<file path="config.mk">
export PLATFORM = sky130hd
export DESIGN_NAME = quad_dac_command_interface_top
export DESIGN_NICKNAME = d
export VERILOG_FILES = /design/src/rtl/qdci_pkg.sv /design/src/rtl/qdci_core.sv /design/src/rtl/quad_dac_command_interface_top.sv
export VERILOG_INCLUDE_DIRS = /design/src /design/src/rtl
export SDC_FILE = /design/constraint.sdc
export NUM_CORES = 1
export LEC_CHECK = 0
export BUFFER_PORTS_ARGS = -buffer_cell sky130_fd_sc_hd__buf_2
export CORE_ASPECT_RATIO = 0.9
export CORE_MARGIN = 3
export CORE_UTILIZATION = 57
export DETAILED_ROUTE_END_ITERATION = 16
export MAX_ROUTING_LAYER = met4
export PLACE_DENSITY = 0.77
export REMOVE_ABC_BUFFERS = 1
export SLEW_MARGIN = 30
export SYNTH_ARGS = -nofsm -noshare
export SYNTH_HDL_FRONTEND = slang
export SYNTH_HIERARCHICAL = 1
export SYNTH_SLANG_ARGS = --single-unit
</file>
<file path="constraint.sdc">
create_clock -name i_clk -period 3 [get_ports i_clk]
set_clock_uncertainty 0.05 [all_clocks]
set_input_delay 0 -clock i_clk [delete_from_list [all_inputs] [get_ports i_clk]]
set_output_delay 0 -clock i_clk [all_outputs]
set_load 0.05 [all_outputs]
</file>
<file path="src/rtl/quad_dac_command_interface_top_assert.svh">
// Assertion macros used by the quad DAC command interface core.
`ifndef QUAD_DAC_COMMAND_INTERFACE_TOP_ASSERT_SVH
`define QUAD_DAC_COMMAND_INTERFACE_TOP_ASSERT_SVH
`ifndef NO_ASSERTIONS
`define QDCI_ASSERT(label, clk, rst_n, prop, msg) \
    label: assert property (@(posedge clk) disable iff (!rst_n) prop) else $error(msg);
`define QDCI_ASSERT_NEXT(label, clk, rst_n, ante, cons, msg) \
    label: assert property (@(posedge clk) disable iff (!rst_n) ante |=> cons) else $error(msg);
`else
`define QDCI_ASSERT(label, clk, rst_n, prop, msg)
`define QDCI_ASSERT_NEXT(label, clk, rst_n, ante, cons, msg)
`endif
`endif

</file>
<file path="src/rtl/qdci_pkg.sv">
// Types and constants of the quad DAC command interface.
package qdci_pkg;

    typedef enum logic [1:0] {
        EV_START = 2'd0,
        EV_WRITE = 2'd1,
        EV_READ  = 2'd2,
        EV_STOP  = 2'd3
    } t_bus_cmd;

    typedef enum logic [1:0] {
        PH_IDLE,
        PH_OTHER,
        PH_WRITE,
        PH_READ
    } t_phase;

    typedef enum logic [2:0] {
        K_NONE,
        K_FAST,
        K_MULTI,
        K_SEQ,
        K_SINGLE,
        K_PDOWN,
        K_DONE
    } t_kind;

    localparam logic [6:0] BASE_ADDR  = 7'h60;
    localparam logic [1:0] OP_FAST    = 2'b00;
    localparam logic [2:0] OP_VREF    = 3'b100;
    localparam logic [2:0] OP_PDOWN   = 3'b101;
    localparam logic [2:0] OP_GAIN    = 3'b110;
    localparam logic [4:0] OP_MULTI   = 5'b01000;
    localparam logic [4:0] OP_SEQ     = 5'b01010;
    localparam logic [4:0] OP_SINGLE  = 5'b01011;

    typedef struct packed {
        t_bus_cmd   cmd;
        logic [7:0] data_byte;
    } t_event;

    typedef struct packed {
        logic       ack;
        logic [7:0] read_data;
        logic [3:0] updated_mask;
        logic       frame_error;
    } t_result;

endpackage

</file>
<file path="src/rtl/qdci_core.sv">
// Bus event decoder with channel word storage and readback for the quad DAC interface.
`include "quad_dac_command_interface_top_assert.svh"
module qdci_core #(
    parameter int CHANNELS       = 4,
    parameter int READBACK_BYTES = 24
) (
    input  logic             i_clk,
    input  logic             i_rst_n,
    input  logic             i_evt_valid,
    input  qdci_pkg::t_event i_evt,
    input  logic [2:0]       i_address_select,
    output qdci_pkg::t_result o_res
);
    import qdci_pkg::*;

    localparam int         CH_W     = (CHANNELS > 1) ? $clog2(CHANNELS) : 1;
    localparam int         RI_W     = $clog2(READBACK_BYTES);
    localparam logic [2:0] CH_LIMIT = 3'(CHANNELS);
    localparam logic [RI_W-1:0] RB_LAST = RI_W'(READBACK_BYTES - 1);

    t_phase          r_phase, n_phase;
    t_kind           r_kind, n_kind;
    logic [1:0]      r_ch, n_ch;
    logic [1:0]      r_pos, n_pos;
    logic [7:0]      r_held, n_held;
    logic [15:0]     r_reg [CHANNELS];
    logic [15:0]     n_reg [CHANNELS];
    logic [15:0]     r_eep [CHANNELS];
    logic [15:0]     n_eep [CHANNELS];
    logic [RI_W-1:0] r_rd_idx, n_rd_idx;
    logic [1:0]      r_rd_pos, n_rd_pos;
    logic [2:0]      r_rd_tri, n_rd_tri;

    logic [7:0]      b;
    logic [1:0]      op_c;
    logic            op_c_ok;
    logic            addr_hit;
    logic            is_fast, is_vref, is_gain, is_pdown;
    logic            is_multi, is_seq, is_single;
    logic [CH_W-1:0] cur;
    logic            cur_ok;
    logic            ch_last;
    logic [15:0]     word;
    logic [15:0]     fast_word;
    logic [1:0]      pd_val [4];
    logic            wr_reject;
    logic [1:0]      rd_ch;
    logic            rd_ch_ok;
    logic [15:0]     rd_word;
    logic [7:0]      rd_byte;

    assign b         = i_evt.data_byte;
    assign op_c      = b[2:1];
    assign op_c_ok   = ({1'b0, op_c} < CH_LIMIT);
    assign addr_hit  = (b[7:1] == (BASE_ADDR + 7'(i_address_select)));
    assign is_fast   = (b[7:6] == OP_FAST);
    assign is_vref   = (b[7:5] == OP_VREF);
    assign is_gain   = (b[7:5] == OP_GAIN);
    assign is_pdown  = (b[7:5] == OP_PDOWN);
    assign is_multi  = (b[7:3] == OP_MULTI);
    assign is_seq    = (b[7:3] == OP_SEQ);
    assign is_single = (b[7:3] == OP_SINGLE);

    assign cur       = r_ch[CH_W-1:0];
    assign cur_ok    = ({1'b0, r_ch} < CH_LIMIT);
    assign ch_last   = ({1'b0, r_ch} == (CH_LIMIT - 3'd1));
    assign word      = {r_held, b};
    assign fast_word = {r_reg[cur][15], r_held[5:4], r_reg[cur][12], r_held[3:0], b};

    assign pd_val[0] = r_held[3:2];
    assign pd_val[1] = r_held[1:0];
    assign pd_val[2] = b[7:6];
    assign pd_val[3] = b[5:4];

    assign wr_reject = (r_kind == K_DONE)
        || ((r_kind == K_NONE) && !(is_fast || is_vref || is_gain || is_pdown
            || ((is_multi || is_seq || is_single) && op_c_ok)))
        || (((r_kind == K_MULTI) || (r_kind == K_SEQ) || (r_kind == K_SINGLE))
            && (r_pos == 2'd0) && !(is_multi && op_c_ok));

    assign rd_ch    = r_rd_tri[2:1];
    assign rd_ch_ok = ({1'b0, rd_ch} < CH_LIMIT);
    assign rd_word  = !rd_ch_ok ? 16'h0000 :
                      (r_rd_tri[0] ? r_eep[rd_ch[CH_W-1:0]] : r_reg[rd_ch[CH_W-1:0]]);
    assign rd_byte  = (r_rd_pos == 2'd0) ? {2'b10, rd_ch, 4'b0000} :
                      (r_rd_pos == 2'd1) ? rd_word[15:8] : rd_word[7:0];

    always_comb begin
        n_phase  = r_phase;
        n_kind   = r_kind;
        n_ch     = r_ch;
        n_pos    = r_pos;
        n_held   = r_held;
        n_reg    = r_reg;
        n_eep    = r_eep;
        n_rd_idx = r_rd_idx;
        n_rd_pos = r_rd_pos;
        n_rd_tri = r_rd_tri;
        if (i_evt_valid) begin
            unique case (i_evt.cmd)
                EV_START, EV_STOP: begin
                    n_phase = PH_IDLE;
                    n_kind  = K_NONE;
                    n_ch    = 2'd0;
                    n_pos   = 2'd0;
                    n_held  = 8'h00;
                    if (i_evt.cmd == EV_START) begin
                        if (addr_hit) begin
                            if (b[0]) begin
                                n_phase  = PH_READ;
                                n_rd_idx = '0;
                                n_rd_pos = 2'd0;
                                n_rd_tri = 3'd0;
                            end else begin
                                n_phase = PH_WRITE;
                            end
                        end else begin
                            n_phase = PH_OTHER;
                        end
                    end
                end
                EV_WRITE: begin
                    if (r_phase == PH_WRITE) begin
                        unique case (r_kind)
                            K_NONE: begin
                                if (is_fast) begin
                                    n_kind = K_FAST;
                                    n_ch   = 2'd0;
                                    n_held = b;
                                    n_pos  = 2'd1;
                                end else if (is_vref || is_gain) begin
                                    for (int i = 0; i < CHANNELS; i++) begin
                                        if (is_gain) begin
                                            n_reg[i][12] = b[3-i];
                                        end else begin
                                            n_reg[i][15] = b[3-i];
                                        end
                                    end
                                    n_kind = K_DONE;
                                end else if (is_pdown) begin
                                    n_kind = K_PDOWN;
                                    n_held = b;
                                    n_pos  = 2'd1;
                                end else if (is_multi || is_seq || is_single) begin
                                    if (!op_c_ok) begin
                                        n_kind = K_DONE;
                                    end else begin
                                        n_kind = is_multi ? K_MULTI : (is_seq ? K_SEQ : K_SINGLE);
                                        n_ch   = op_c;
                                        n_pos  = 2'd1;
                                    end
                                end else begin
                                    n_kind = K_DONE;
                                end
                            end
                            K_FAST: begin
                                if (r_pos == 2'd0) begin
                                    n_held = b;
                                    n_pos  = 2'd1;
                                end else begin
                                    n_reg[cur] = fast_word;
                                    n_ch       = ch_last ? 2'd0 : r_ch + 2'd1;
                                    n_pos      = 2'd0;
                                end
                            end
                            K_PDOWN: begin
                                for (int i = 0; i < CHANNELS; i++) begin
                                    n_reg[i][14:13] = pd_val[i];
                                end
                                n_kind = K_DONE;
                                n_pos  = 2'd0;
                            end
                            K_MULTI, K_SEQ, K_SINGLE: begin
                                unique case (r_pos)
                                    2'd0: begin
                                        if (is_multi && op_c_ok) begin
                                            n_ch  = op_c;
                                            n_pos = 2'd1;
                                        end
                                    end
                                    2'd1: begin
                                        n_held = b;
                                        n_pos  = 2'd2;
                                    end
                                    default: begin
                                        n_reg[cur] = word;
                                        n_pos      = 2'd0;
                                        if (r_kind != K_MULTI) begin
                                            n_eep[cur] = word;
                                            if ((r_kind == K_SEQ) && !ch_last) begin
                                                n_ch  = r_ch + 2'd1;
                                                n_pos = 2'd1;
                                            end else begin
                                                n_kind = K_DONE;
                                            end
                                        end
                                    end
                                endcase
                            end
                            default: begin
                            end
                        endcase
                    end
                end
                EV_READ: begin
                    if (r_phase == PH_READ) begin
                        if (r_rd_idx == RB_LAST) begin
                            n_rd_idx = '0;
                            n_rd_pos = 2'd0;
                            n_rd_tri = 3'd0;
                        end else begin
                            n_rd_idx = r_rd_idx + RI_W'(1);
                            if (r_rd_pos == 2'd2) begin
                                n_rd_pos = 2'd0;
                                n_rd_tri = r_rd_tri + 3'd1;
                            end else begin
                                n_rd_pos = r_rd_pos + 2'd1;
                            end
                        end
                    end
                end
                default: begin
                end
            endcase
        end
    end

    always_comb begin
        o_res = '0;
        if (i_evt_valid) begin
            unique case (i_evt.cmd)
                EV_START, EV_STOP: begin
                    o_res.frame_error = (r_phase == PH_WRITE) && (r_pos != 2'd0);
                    o_res.ack         = (i_evt.cmd == EV_START) && addr_hit;
                end
                EV_WRITE: begin
                    if (r_phase == PH_WRITE) begin
                        o_res.ack         = !wr_reject;
                        o_res.frame_error = wr_reject;
                    end else if (r_phase == PH_READ) begin
                        o_res.frame_error = 1'b1;
                    end
                end
                EV_READ: begin
                    if (r_phase == PH_READ) begin
                        o_res.ack       = 1'b1;
                        o_res.read_data = rd_byte;
                    end else if (r_phase == PH_WRITE) begin
                        o_res.frame_error = 1'b1;
                    end
                end
                default: begin
                end
            endcase
            for (int i = 0; i < CHANNELS; i++) begin
                o_res.updated_mask[i] = (n_reg[i] != r_reg[i]);
            end
        end
    end

    always_ff @(posedge i_clk) begin
        if (!i_rst_n) begin
            r_phase  <= PH_IDLE;
            r_kind   <= K_NONE;
            r_ch     <= 2'd0;
            r_pos    <= 2'd0;
            r_held   <= 8'h00;
            r_rd_idx <= '0;
            r_rd_pos <= 2'd0;
            r_rd_tri <= 3'd0;
            for (int i = 0; i < CHANNELS; i++) begin
                r_reg[i] <= 16'h0000;
                r_eep[i] <= 16'h0000;
            end
        end else begin
            r_phase  <= n_phase;
            r_kind   <= n_kind;
            r_ch     <= n_ch;
            r_pos    <= n_pos;
            r_held   <= n_held;
            r_rd_idx <= n_rd_idx;
            r_rd_pos <= n_rd_pos;
            r_rd_tri <= n_rd_tri;
            r_reg    <= n_reg;
            r_eep    <= n_eep;
        end
    end

    `QDCI_ASSERT(a_done_no_partial, i_clk, i_rst_n, (r_kind == K_DONE) |-> (r_pos == 2'd0), "Finished command still holds a partial byte.")
    `QDCI_ASSERT(a_kind_only_in_write, i_clk, i_rst_n, (r_phase != PH_WRITE) |-> (r_kind == K_NONE), "Command state outside a write transfer.")
    `QDCI_ASSERT(a_channel_in_range, i_clk, i_rst_n, cur_ok, "Current channel beyond the channel count.")
    `QDCI_ASSERT(a_mask_on_accepted_write, i_clk, i_rst_n, (i_evt_valid && (o_res.updated_mask != 4'd0)) |-> ((i_evt.cmd == EV_WRITE) && o_res.ack), "Channel update without an accepted write.")
    `QDCI_ASSERT_NEXT(a_stop_goes_idle, i_clk, i_rst_n, (i_evt_valid && (i_evt.cmd == EV_STOP)), (r_phase == PH_IDLE), "Stop did not return the bus to idle.")

endmodule

</file>
<file path="src/rtl/quad_dac_command_interface_top.sv">
// Top level of the quad DAC command interface with input and result registers.
//
//  Channel  | Handshake                  | Payload
//  ---------+----------------------------+----------------------------------------------
//  event in | i_in_valid / o_in_ready    | i_cmd, i_data_byte
//  result   | o_out_valid / i_out_ready  | o_ack, o_read_data, o_updated_mask, o_frame_error
//  config   | i_cfg_we                   | i_cfg_wdata
//
// One event transfer per cycle while results are taken; each passes the input and result registers.
// The decode of one event sits between the input register and the result register.
// Reset clears the bus state, both channel copies and the address select register.
// A stalled result holds the result register, and the input register then holds one more event.
module quad_dac_command_interface_top #(
    parameter int CHANNELS       = 4,
    parameter int READBACK_BYTES = 24
) (
    input  logic       i_clk,
    input  logic       i_rst_n,
    input  logic       i_in_valid,
    output logic       o_in_ready,
    input  logic [1:0] i_cmd,
    input  logic [7:0] i_data_byte,
    input  logic       i_cfg_we,
    input  logic [2:0] i_cfg_wdata,
    output logic       o_out_valid,
    input  logic       i_out_ready,
    output logic       o_ack,
    output logic [7:0] o_read_data,
    output logic [3:0] o_updated_mask,
    output logic       o_frame_error
);
    import qdci_pkg::*;

    logic [2:0] r_address_select;
    logic       r_in_valid;
    t_event     r_in_evt;
    logic       r_out_valid;
    t_result    r_out_res;
    t_result    core_res;
    logic       advance;

    assign advance    = r_in_valid && (!r_out_valid || i_out_ready);
    assign o_in_ready = !r_in_valid || advance;

    qdci_core #(
        .CHANNELS       (CHANNELS),
        .READBACK_BYTES (READBACK_BYTES)
    ) u_core (
        .i_clk            (i_clk),
        .i_rst_n          (i_rst_n),
        .i_evt_valid      (advance),
        .i_evt            (r_in_evt),
        .i_address_select (r_address_select),
        .o_res            (core_res)
    );

    always_ff @(posedge i_clk) begin
        if (!i_rst_n) begin
            r_address_select <= 3'd0;
            r_in_valid       <= 1'b0;
            r_out_valid      <= 1'b0;
        end else begin
            if (i_cfg_we) begin
                r_address_select <= i_cfg_wdata;
            end
            if (i_in_valid && o_in_ready) begin
                r_in_valid <= 1'b1;
            end else if (advance) begin
                r_in_valid <= 1'b0;
            end
            if (advance) begin
                r_out_valid <= 1'b1;
            end else if (i_out_ready) begin
                r_out_valid <= 1'b0;
            end
        end
    end

    always_ff @(posedge i_clk) begin
        if (i_in_valid && o_in_ready) begin
            r_in_evt.cmd       <= t_bus_cmd'(i_cmd);
            r_in_evt.data_byte <= i_data_byte;
        end
        if (advance) begin
            r_out_res <= core_res;
        end
    end

    assign o_out_valid    = r_out_valid;
    assign o_ack          = r_out_res.ack;
    assign o_read_data    = r_out_res.read_data;
    assign o_updated_mask = r_out_res.updated_mask;
    assign o_frame_error  = r_out_res.frame_error;

endmodule

</file>
==> results of run 1 <==
[power by group]
group,switching (mW),internal [mW]
clock network,1.08,1.35
registers,0.0355,2.52
logic,0.277,0.132
[cells in the mapped netlist (10+ instances only)]
cell,instances,share of area
o21ai_0,32,0.016
nand4_1,24,0.015
mux4_2,34,0.075
mux2i_1,50,0.049
dfxtp_1,160,0.31
nand3_1,24,0.012
inv_1,29,0.011
o211ai_1,11,0.0080
nor2b_1,10,0.0061
nand2_1,189,0.069
buf_2,26,0.013
o2111ai_1,11,0.0094
xor2_1,19,0.016
ha_1,10,0.012
edfxtp_1,24,0.070
o22ai_1,12,0.0073
a22oi_1,11,0.0080
a21oi_1,148,0.072
xnor2_1,16,0.014
a211oi_1,12,0.0088
nor2_1,121,0.044
clkbuf_1,62,0.023
[final timing paths]
kind                         start           endpoint  slack (ns)  cells after the start
setup / recovery     u_core/cur[0]  o_updated_mask[2]        0.36                      8
hold / removal      i_data_byte[5]        r_in_evt[5]        0.22                      2
setup reg to reg     u_core/cur[0]  o_updated_mask[2]        0.36                      8
hold reg to reg   u_core/r_eep[37]   u_core/r_eep[37]        0.40                      2
[metrics by stage]
| stage | instance area (um2) | setup slack [ns] | hold WS [ns] |
|---|---|---|---|
| 2_1_floorplan | 9824 | -0.5021 | 0.04887 |
| 5_1_grt | 11660 | 0.1575 | 0.2133 |
| 4_1_cts | 11660 | 0.4020 | 0.2018 |
| 6_report | 11660 | 0.3605 | 0.2211 |
| 3_3_place_gp | 10780 | 0.4496 | 0.1260 |
| 3_5_place_dp | 10780 | 0.3955 | 0.1281 |
[layout make-up]
class,count,area (um2)
diodes,1,2.502
clock buffers,17,425.4
clock inverters,15,212.7
fillers,1414,5625
inverters,31,118.9
multi-input cells,880,5787
flip-flops and latches,184,3926
well taps,235,294.0
repair buffers,117,893.4
[per-layer routing]
metal / track usage / wire length (um) / vias to the layer above / part of all wire
met2: 0.5115 / 14760 / 626 / 0.44
met3: 0.1041 / 4390 / 93 / 0.13
met1: 0.4704 / 13600 / 4590 / 0.40
met4: 0.1139 / 936 / 0 / 0.028
li1: - / - / 4367 / -
met5: - / 0 / - / 0
[cells by family after synthesis]
kind of cell,count (synthesis)
muxes,90
DFF,184
buffers and inverters,132
and+or+nand+nor,437
adders and majority gates,10
AOI/OAI and AO/OA,308
xor gates and xnor gates,35
[placed cells by master, fill, tap and decap left out, types with 6 or more instances in the layout]
cell type      instances
nor2_1               121
nand2_1              189
ha_1                  10
nor3_1                 6
o21ai_0               32
buf_4                 57
nand2b_1               7
mux2_2                 6
buf_2                 33
dlygate4sd3_1         24
o22ai_1               12
a21o_1                 6
inv_1                 29
xor2_1                19
xnor2_1               16
mux4_2                34
a211oi_1              12
a22oi_1               11
and2_1                 6
nand4_1               24
a21boi_0               6
nor2b_1                9
nand3_1               24
dfxtp_1              158
mux2i_1               50
edfxtp_1              24
o211ai_1              11
a21oi_1              148
clkbuf_16             17
o2111ai_1             11
[worst max-delay path: stages (launching register included)]
cell and delay (ns):
dfxtp_1 0.38, inv_1 0.12, ha_1 0.38, a21boi_0 0.25
o211a_1 0.33, a2111o_1 0.46, o21a_1 0.21, nor3_2 0.10
nand4_1 0.11
[timing repair]
item                      in CTS  in global routing
hold endpoints to repair      28                  0
resized for setup              0                  0
hold buffers                  24                  0
==> results.md, run 1 <==
* Die Area at 19670 um2
* Detailed-route wire length at between 30000 and 40000 um
* HP Class: input pin to flop
* Startpoint class of the critical path: flop
* Port bufs at 33
* Post-Synthesis Cells at 1196
* Max Cap Violations at 0
* Yosys warnings at 6
* Final std cells w/o fill at between 1000 and 1500
* Critical-path maximum fanout at 10
* Die Y at between 100 and 150 um
* Total CTS buffers at 17
* Largest family of logic cells by synthesized area: simple AND/OR/NAND/NOR gates
* Ys flop type: dfxtp_1
* DRC at 0
* Synth Area in Compound Gates at 0.1923
* Initial Util at 0.5942
* Initial antenna violation count at 0
* CP arrival at between 2 and 3 ns
* Worst Setup End Kind: flop
* Num ports at 34
* Vias in the first global route at roughly 9000
* Power per cell area at ~460 nW/um2
* Pins over their slew limit at 0
* Core region area at 17290 um2
* Placed Cells at around 1400
* Maximum operating frequency at 0.3789 GHz
* CTS tree: built
* Min Tclk post-route at about 2.6 ns
* RSZ-0062 raised after global routing: no
* Max Root-Sink Buffers at 2
* Synth Area in XOR/XNOR at 0.02985
* Final Core Density at 0.6746
* First-pass GRT wire length at just over 50000 um
* Hpwl dp at roughly 23000 um
* Status: completed
* Number of setup buffers added after CTS at 0
* Required time worst endpoint at 3.13 ns
* DRT Pass-1 Iters at 6
* Reg clk slew, reported paths at approximately 0.070 ns
* Worst Setup Path Type: flop to flop
* Post-synth ARST share at 0
* Rel. slew slack at 0.5020
* Vias at 9676
* CTS Sinks at ~180
* Actual slew at the worst max-slew pin at 0.7407 ns
* Overall power at between 5 and 6 mW
* H-Tree Depth at 4
* Largest net degree at the start of global routing at 89
* Layout cells sized above 1 at 0.1543
* Synthesized flop and latch total at ~180
* Final period utilization at 0.8798
* Post-Synth Simple-Gate Area at 0.1989
* Routability congestion estimate from global placement at around 1.0
* Syn_area_per_cell at between 8 and 9 um2
* Gr ovfl total at 0
* Final setup viols at 0
* Antenna-violating nets left at 0
* Post-synthesis sequential area ratio at 0.3820
* Post-synthesis mux area share at 0.1299
* Synth Area in Adders at 0.01218
* Post-synth EDFFs at 24
* Synth cell types at 85
* Total Nets Final at 1259
* Final hold viol count at 0
* Clock Latency Late Sink at ~0.44 ns
* Clock Tree Root: clkbuf_16
* DIE WIDTH at 147.5 um
* GRT Util Overall at 0.3506
* Routed wire per std cell at 22.76 um
* Synth-to-layout area growth at 13.52%
* Cell Rows at between 40 and 50
* Worst vdd ir at 0.0003912 V
* P_leak at 4.245 nW
* Routed vias/inst at about 6.5
* Syn Std Cell Area at about 10000 um2
* DRT iter0 DRCs at 1414
* Setup TNS at 0 ns
No activity file was read; power rests on OpenSTA's default activity.
==> run 2, diff against run 1 <==
--- a/config.mk
+++ b/config.mk
@@ -6,13 +6,14 @@
 export SDC_FILE = /design/constraint.sdc
 export NUM_CORES = 1
 export LEC_CHECK = 0
-export BUFFER_PORTS_ARGS = -buffer_cell sky130_fd_sc_hd__buf_2
+export ABC_CLOCK_PERIOD_IN_PS = 3000
 export CORE_ASPECT_RATIO = 0.9
 export CORE_MARGIN = 3
-export CORE_UTILIZATION = 57
+export CORE_UTILIZATION = 58
 export DETAILED_ROUTE_END_ITERATION = 16
+export DONT_BUFFER_PORTS = 1
 export MAX_ROUTING_LAYER = met4
-export PLACE_DENSITY = 0.77
+export PLACE_DENSITY = 0.76
 export REMOVE_ABC_BUFFERS = 1
 export SLEW_MARGIN = 30
 export SYNTH_ARGS = -nofsm -noshare
==> results.md, run 2 (same netlist as run 1, synthesis figures left out) <==
* Status: completed (unchanged)
* Cell Rows at 45 (unchanged)
* Die Y at 132.2 um (was 133.3 um)
* Worst vdd ir at 0.0003796 V (was 0.0003912 V)
* Detailed-route wire length at 32020 um (was 33680 um)
* Total CTS buffers at 17 (unchanged)
* Met2 wire length at 13690 um (was 14760 um)
* Worst Setup End Kind: flop (unchanged)
* RR Startpoint: u_core/r_kind[2] (was u_core/cur[0])
* Max Cap Violations at 0 (unchanged)
* Worst Setup Path Type: flop to flop (unchanged)
* M1 WL at 13280 um (was 13600 um)
* Fillers at 1409 (was 1414)
* Commonest non-fill, non-tap cell in the layout: nand2_1 (unchanged)
* Antenna-violating nets left at 0 (unchanged)
* Actual slew at the worst max-slew pin at 0.8810 ns (was 0.7407 ns)
* Final hold viol count at 0 (unchanged)
* DRT Pass-1 Iters at 6 (unchanged)
* FF-to-FF setup slack at 0.16 ns (was 0.36 ns)
* Vias at 9395 (was 9676)
* Power per cell area at 450.3 nW/um2 (was 461.8 nW/um2)
* Crit-path max cell delay at 0.84 ns (was 0.46 ns)
* DRT iter0 DRCs at 1140 (was 1414)
* H-Tree Depth at 4 (unchanged)
* Clock Tree Root: clkbuf_16 (unchanged)
* Critical-path maximum fanout at 23 (was 10)
* DIE WIDTH at 146.3 um (was 147.5 um)
* Clock Latency Late Sink at 0.44 ns (about the same)
* Core region area at 17120 um2 (was 17290 um2)
* Maximum operating frequency at 0.3519 GHz (was 0.3789 GHz)
* CTS Sinks at 184 (unchanged)
* Largest net degree at the start of global routing at 84 (was 89)
* P_leak at 4.055 nW (was 4.245 nW)
* Pins over their slew limit at 0 (unchanged)
* Routability congestion estimate from global placement at 1.057 (was 1.044)
* Worst hold slack at 0.1403 ns (was 0.2211 ns)
* GRT Util Overall at 0.3353 (was 0.3506)
* Routed vias/inst at 6.529 (was 6.538)
* Gr ovfl total at 0 (unchanged)
* Multi-input gate area at 5787 um2 (unchanged)
* Port bufs at 0 (was 33)
* CTS tree: built (unchanged)
* Num ports at 34 (unchanged)
* Synth-to-layout area growth at 10.82% (was 13.52%)
* RSZ-0062 raised after global routing: no (unchanged)
* Slowest CP cell: dfxtp_1 (was a2111o_1)
* Initial antenna violation count at 0 (unchanged)
* Crit Reg-Reg Endpoint: o_updated_mask[2] (unchanged)
* Final setup viols at 0 (unchanged)
* Vias in the first global route at 8791 (was 9045)
* Reg2reg path depth at 6 (was 8)
* Final period utilization at 0.9472 (was 0.8798)
* Commonest non-fill, non-tap cells in the layout: 189 x nand2_1, 158 x dfxtp_1, 148 x a21oi_1 (unchanged)
* Initial Util at 0.6001 (was 0.5942)
* Inserted Diodes at 0 (was 1)
* Post-cts gate resize count at 0 (unchanged)
* Rel. slew slack at 0.4113 (was 0.5020)
* DR top layer: met4 (unchanged)
* DRC at 0 (unchanged)
* Worst Setup SP: u_core/r_kind[2] (was u_core/cur[0])
* First-pass GRT wire length at 49320 um (was 51920 um)
* Crit path cell chain: or3b_2 > nand2_1 > a32o_1 > a21oi_1 > mux2i_1 > nand4_1 (was inv_1 > ha_1 > a21boi_0 > o211a_1 > a2111o_1 > o21a_1 > nor3_2 > nand4_1)
* Hold depth at 1 (was 2)
* CP endpoint: o_updated_mask[2] (unchanged)
* Layout cells sized above 1 at 0.1287 (was 0.1543)
* Routed wire per std cell at 22.25 um (was 22.76 um)
* CP arrival at 2.96 ns (was 2.77 ns)
* Met3 WL at 3940 um (was 4390 um)
* Total Nets Final at 1219 (was 1259)
* HP Class: input pin to flop (unchanged)
* Seq. cell area at 3926 um2 (unchanged)
* Die Area at 19340 um2 (was 19670 um2)
* Max Root-Sink Buffers at 2 (unchanged)
* Overall power at 5.126 mW (was 5.385 mW)
* Required time worst endpoint at 3.12 ns (was 3.13 ns)
* Min Tclk post-route at 2.842 ns (was 2.639 ns)
* Hpwl dp at 21870 um (was 22970 um)
* Startpoint class of the critical path: flop (unchanged)
* Reg clk slew, reported paths at 0.07 ns (about the same)
==> run 2: area by class of cell <==
| cell class | count | area share |
|---|---|---|
| Multi-Input combinational cell | 880 | 0.5084 |
| Sequential cell | 184 | 0.3449 |
| Timing Repair Buffer | 77 | 0.06068 |
| Clock buffer | 20 | 0.04023 |
| Tap cell | 235 | 0.02583 |
| Inverter | 31 | 0.01044 |
| Clock inverter | 12 | 0.009454 |
==> run 2: how the worst min path moves through the flow <==
| stage | from | end |
|---|---|---|
| final | i_cmd[1] | r_in_evt[9] |
| after global routing | i_cmd[1] | r_in_evt[9] |
| after CTS | i_cmd[0] | r_in_evt[8] |
| after detailed placement | i_cmd[0] | r_in_evt[8] |
| after global placement | i_data_byte[1] | r_in_evt[1] |
| after floorplan | i_data_byte[0] | r_in_evt[0] |
==> run 2: timing repair <==
item                                   in CTS  in global routing
hold buffers                               20                  0
setup buffers                               0                  0
endpoints found under the hold margin      70                  0
==> run 2: worst max-delay path: cells and delay by family (launching register included) <==
family | cells | cell delay, ns
simple gates | 3 | 0.92
mux | 1 | 0.24
compound gates | 2 | 0.52
flops | 1 | 0.84
==> run 2: stage by stage <==
step / cells / instance area, um2 / setup slack [ns] / util / TNS, ns
final: 1439 / 11380 / 0.1584 / 0.6650 / 0
after global routing: 1439 / 11380 / 0.01784 / 0.6650 / 0
after CTS: 1439 / 11380 / 0.2431 / 0.6650 / 0
after detailed placement: 1387 / 10620 / 0.2725 / 0.6202 / 0
after global placement: 1387 / 10620 / 0.2273 / 0.6202 / 0
after floorplan: 1095 / 9824 / -0.5021 / - / -28.69
==> run 2: power by group <==
part           leakage (nW)  total (mW)  internal [mW]  switching [mW]
sequential             1.51        2.58           2.52          0.0662
clock                 0.279        2.19           1.14            1.05
combinational          2.26       0.354          0.120           0.234
==> run 2: metal layers <==
layer,track usage,up-vias
met2,0.4765,589
met3,0.08216,83
met1,0.4607,4449
met4,0.1348,0
li1,-,4274
met5,-,-
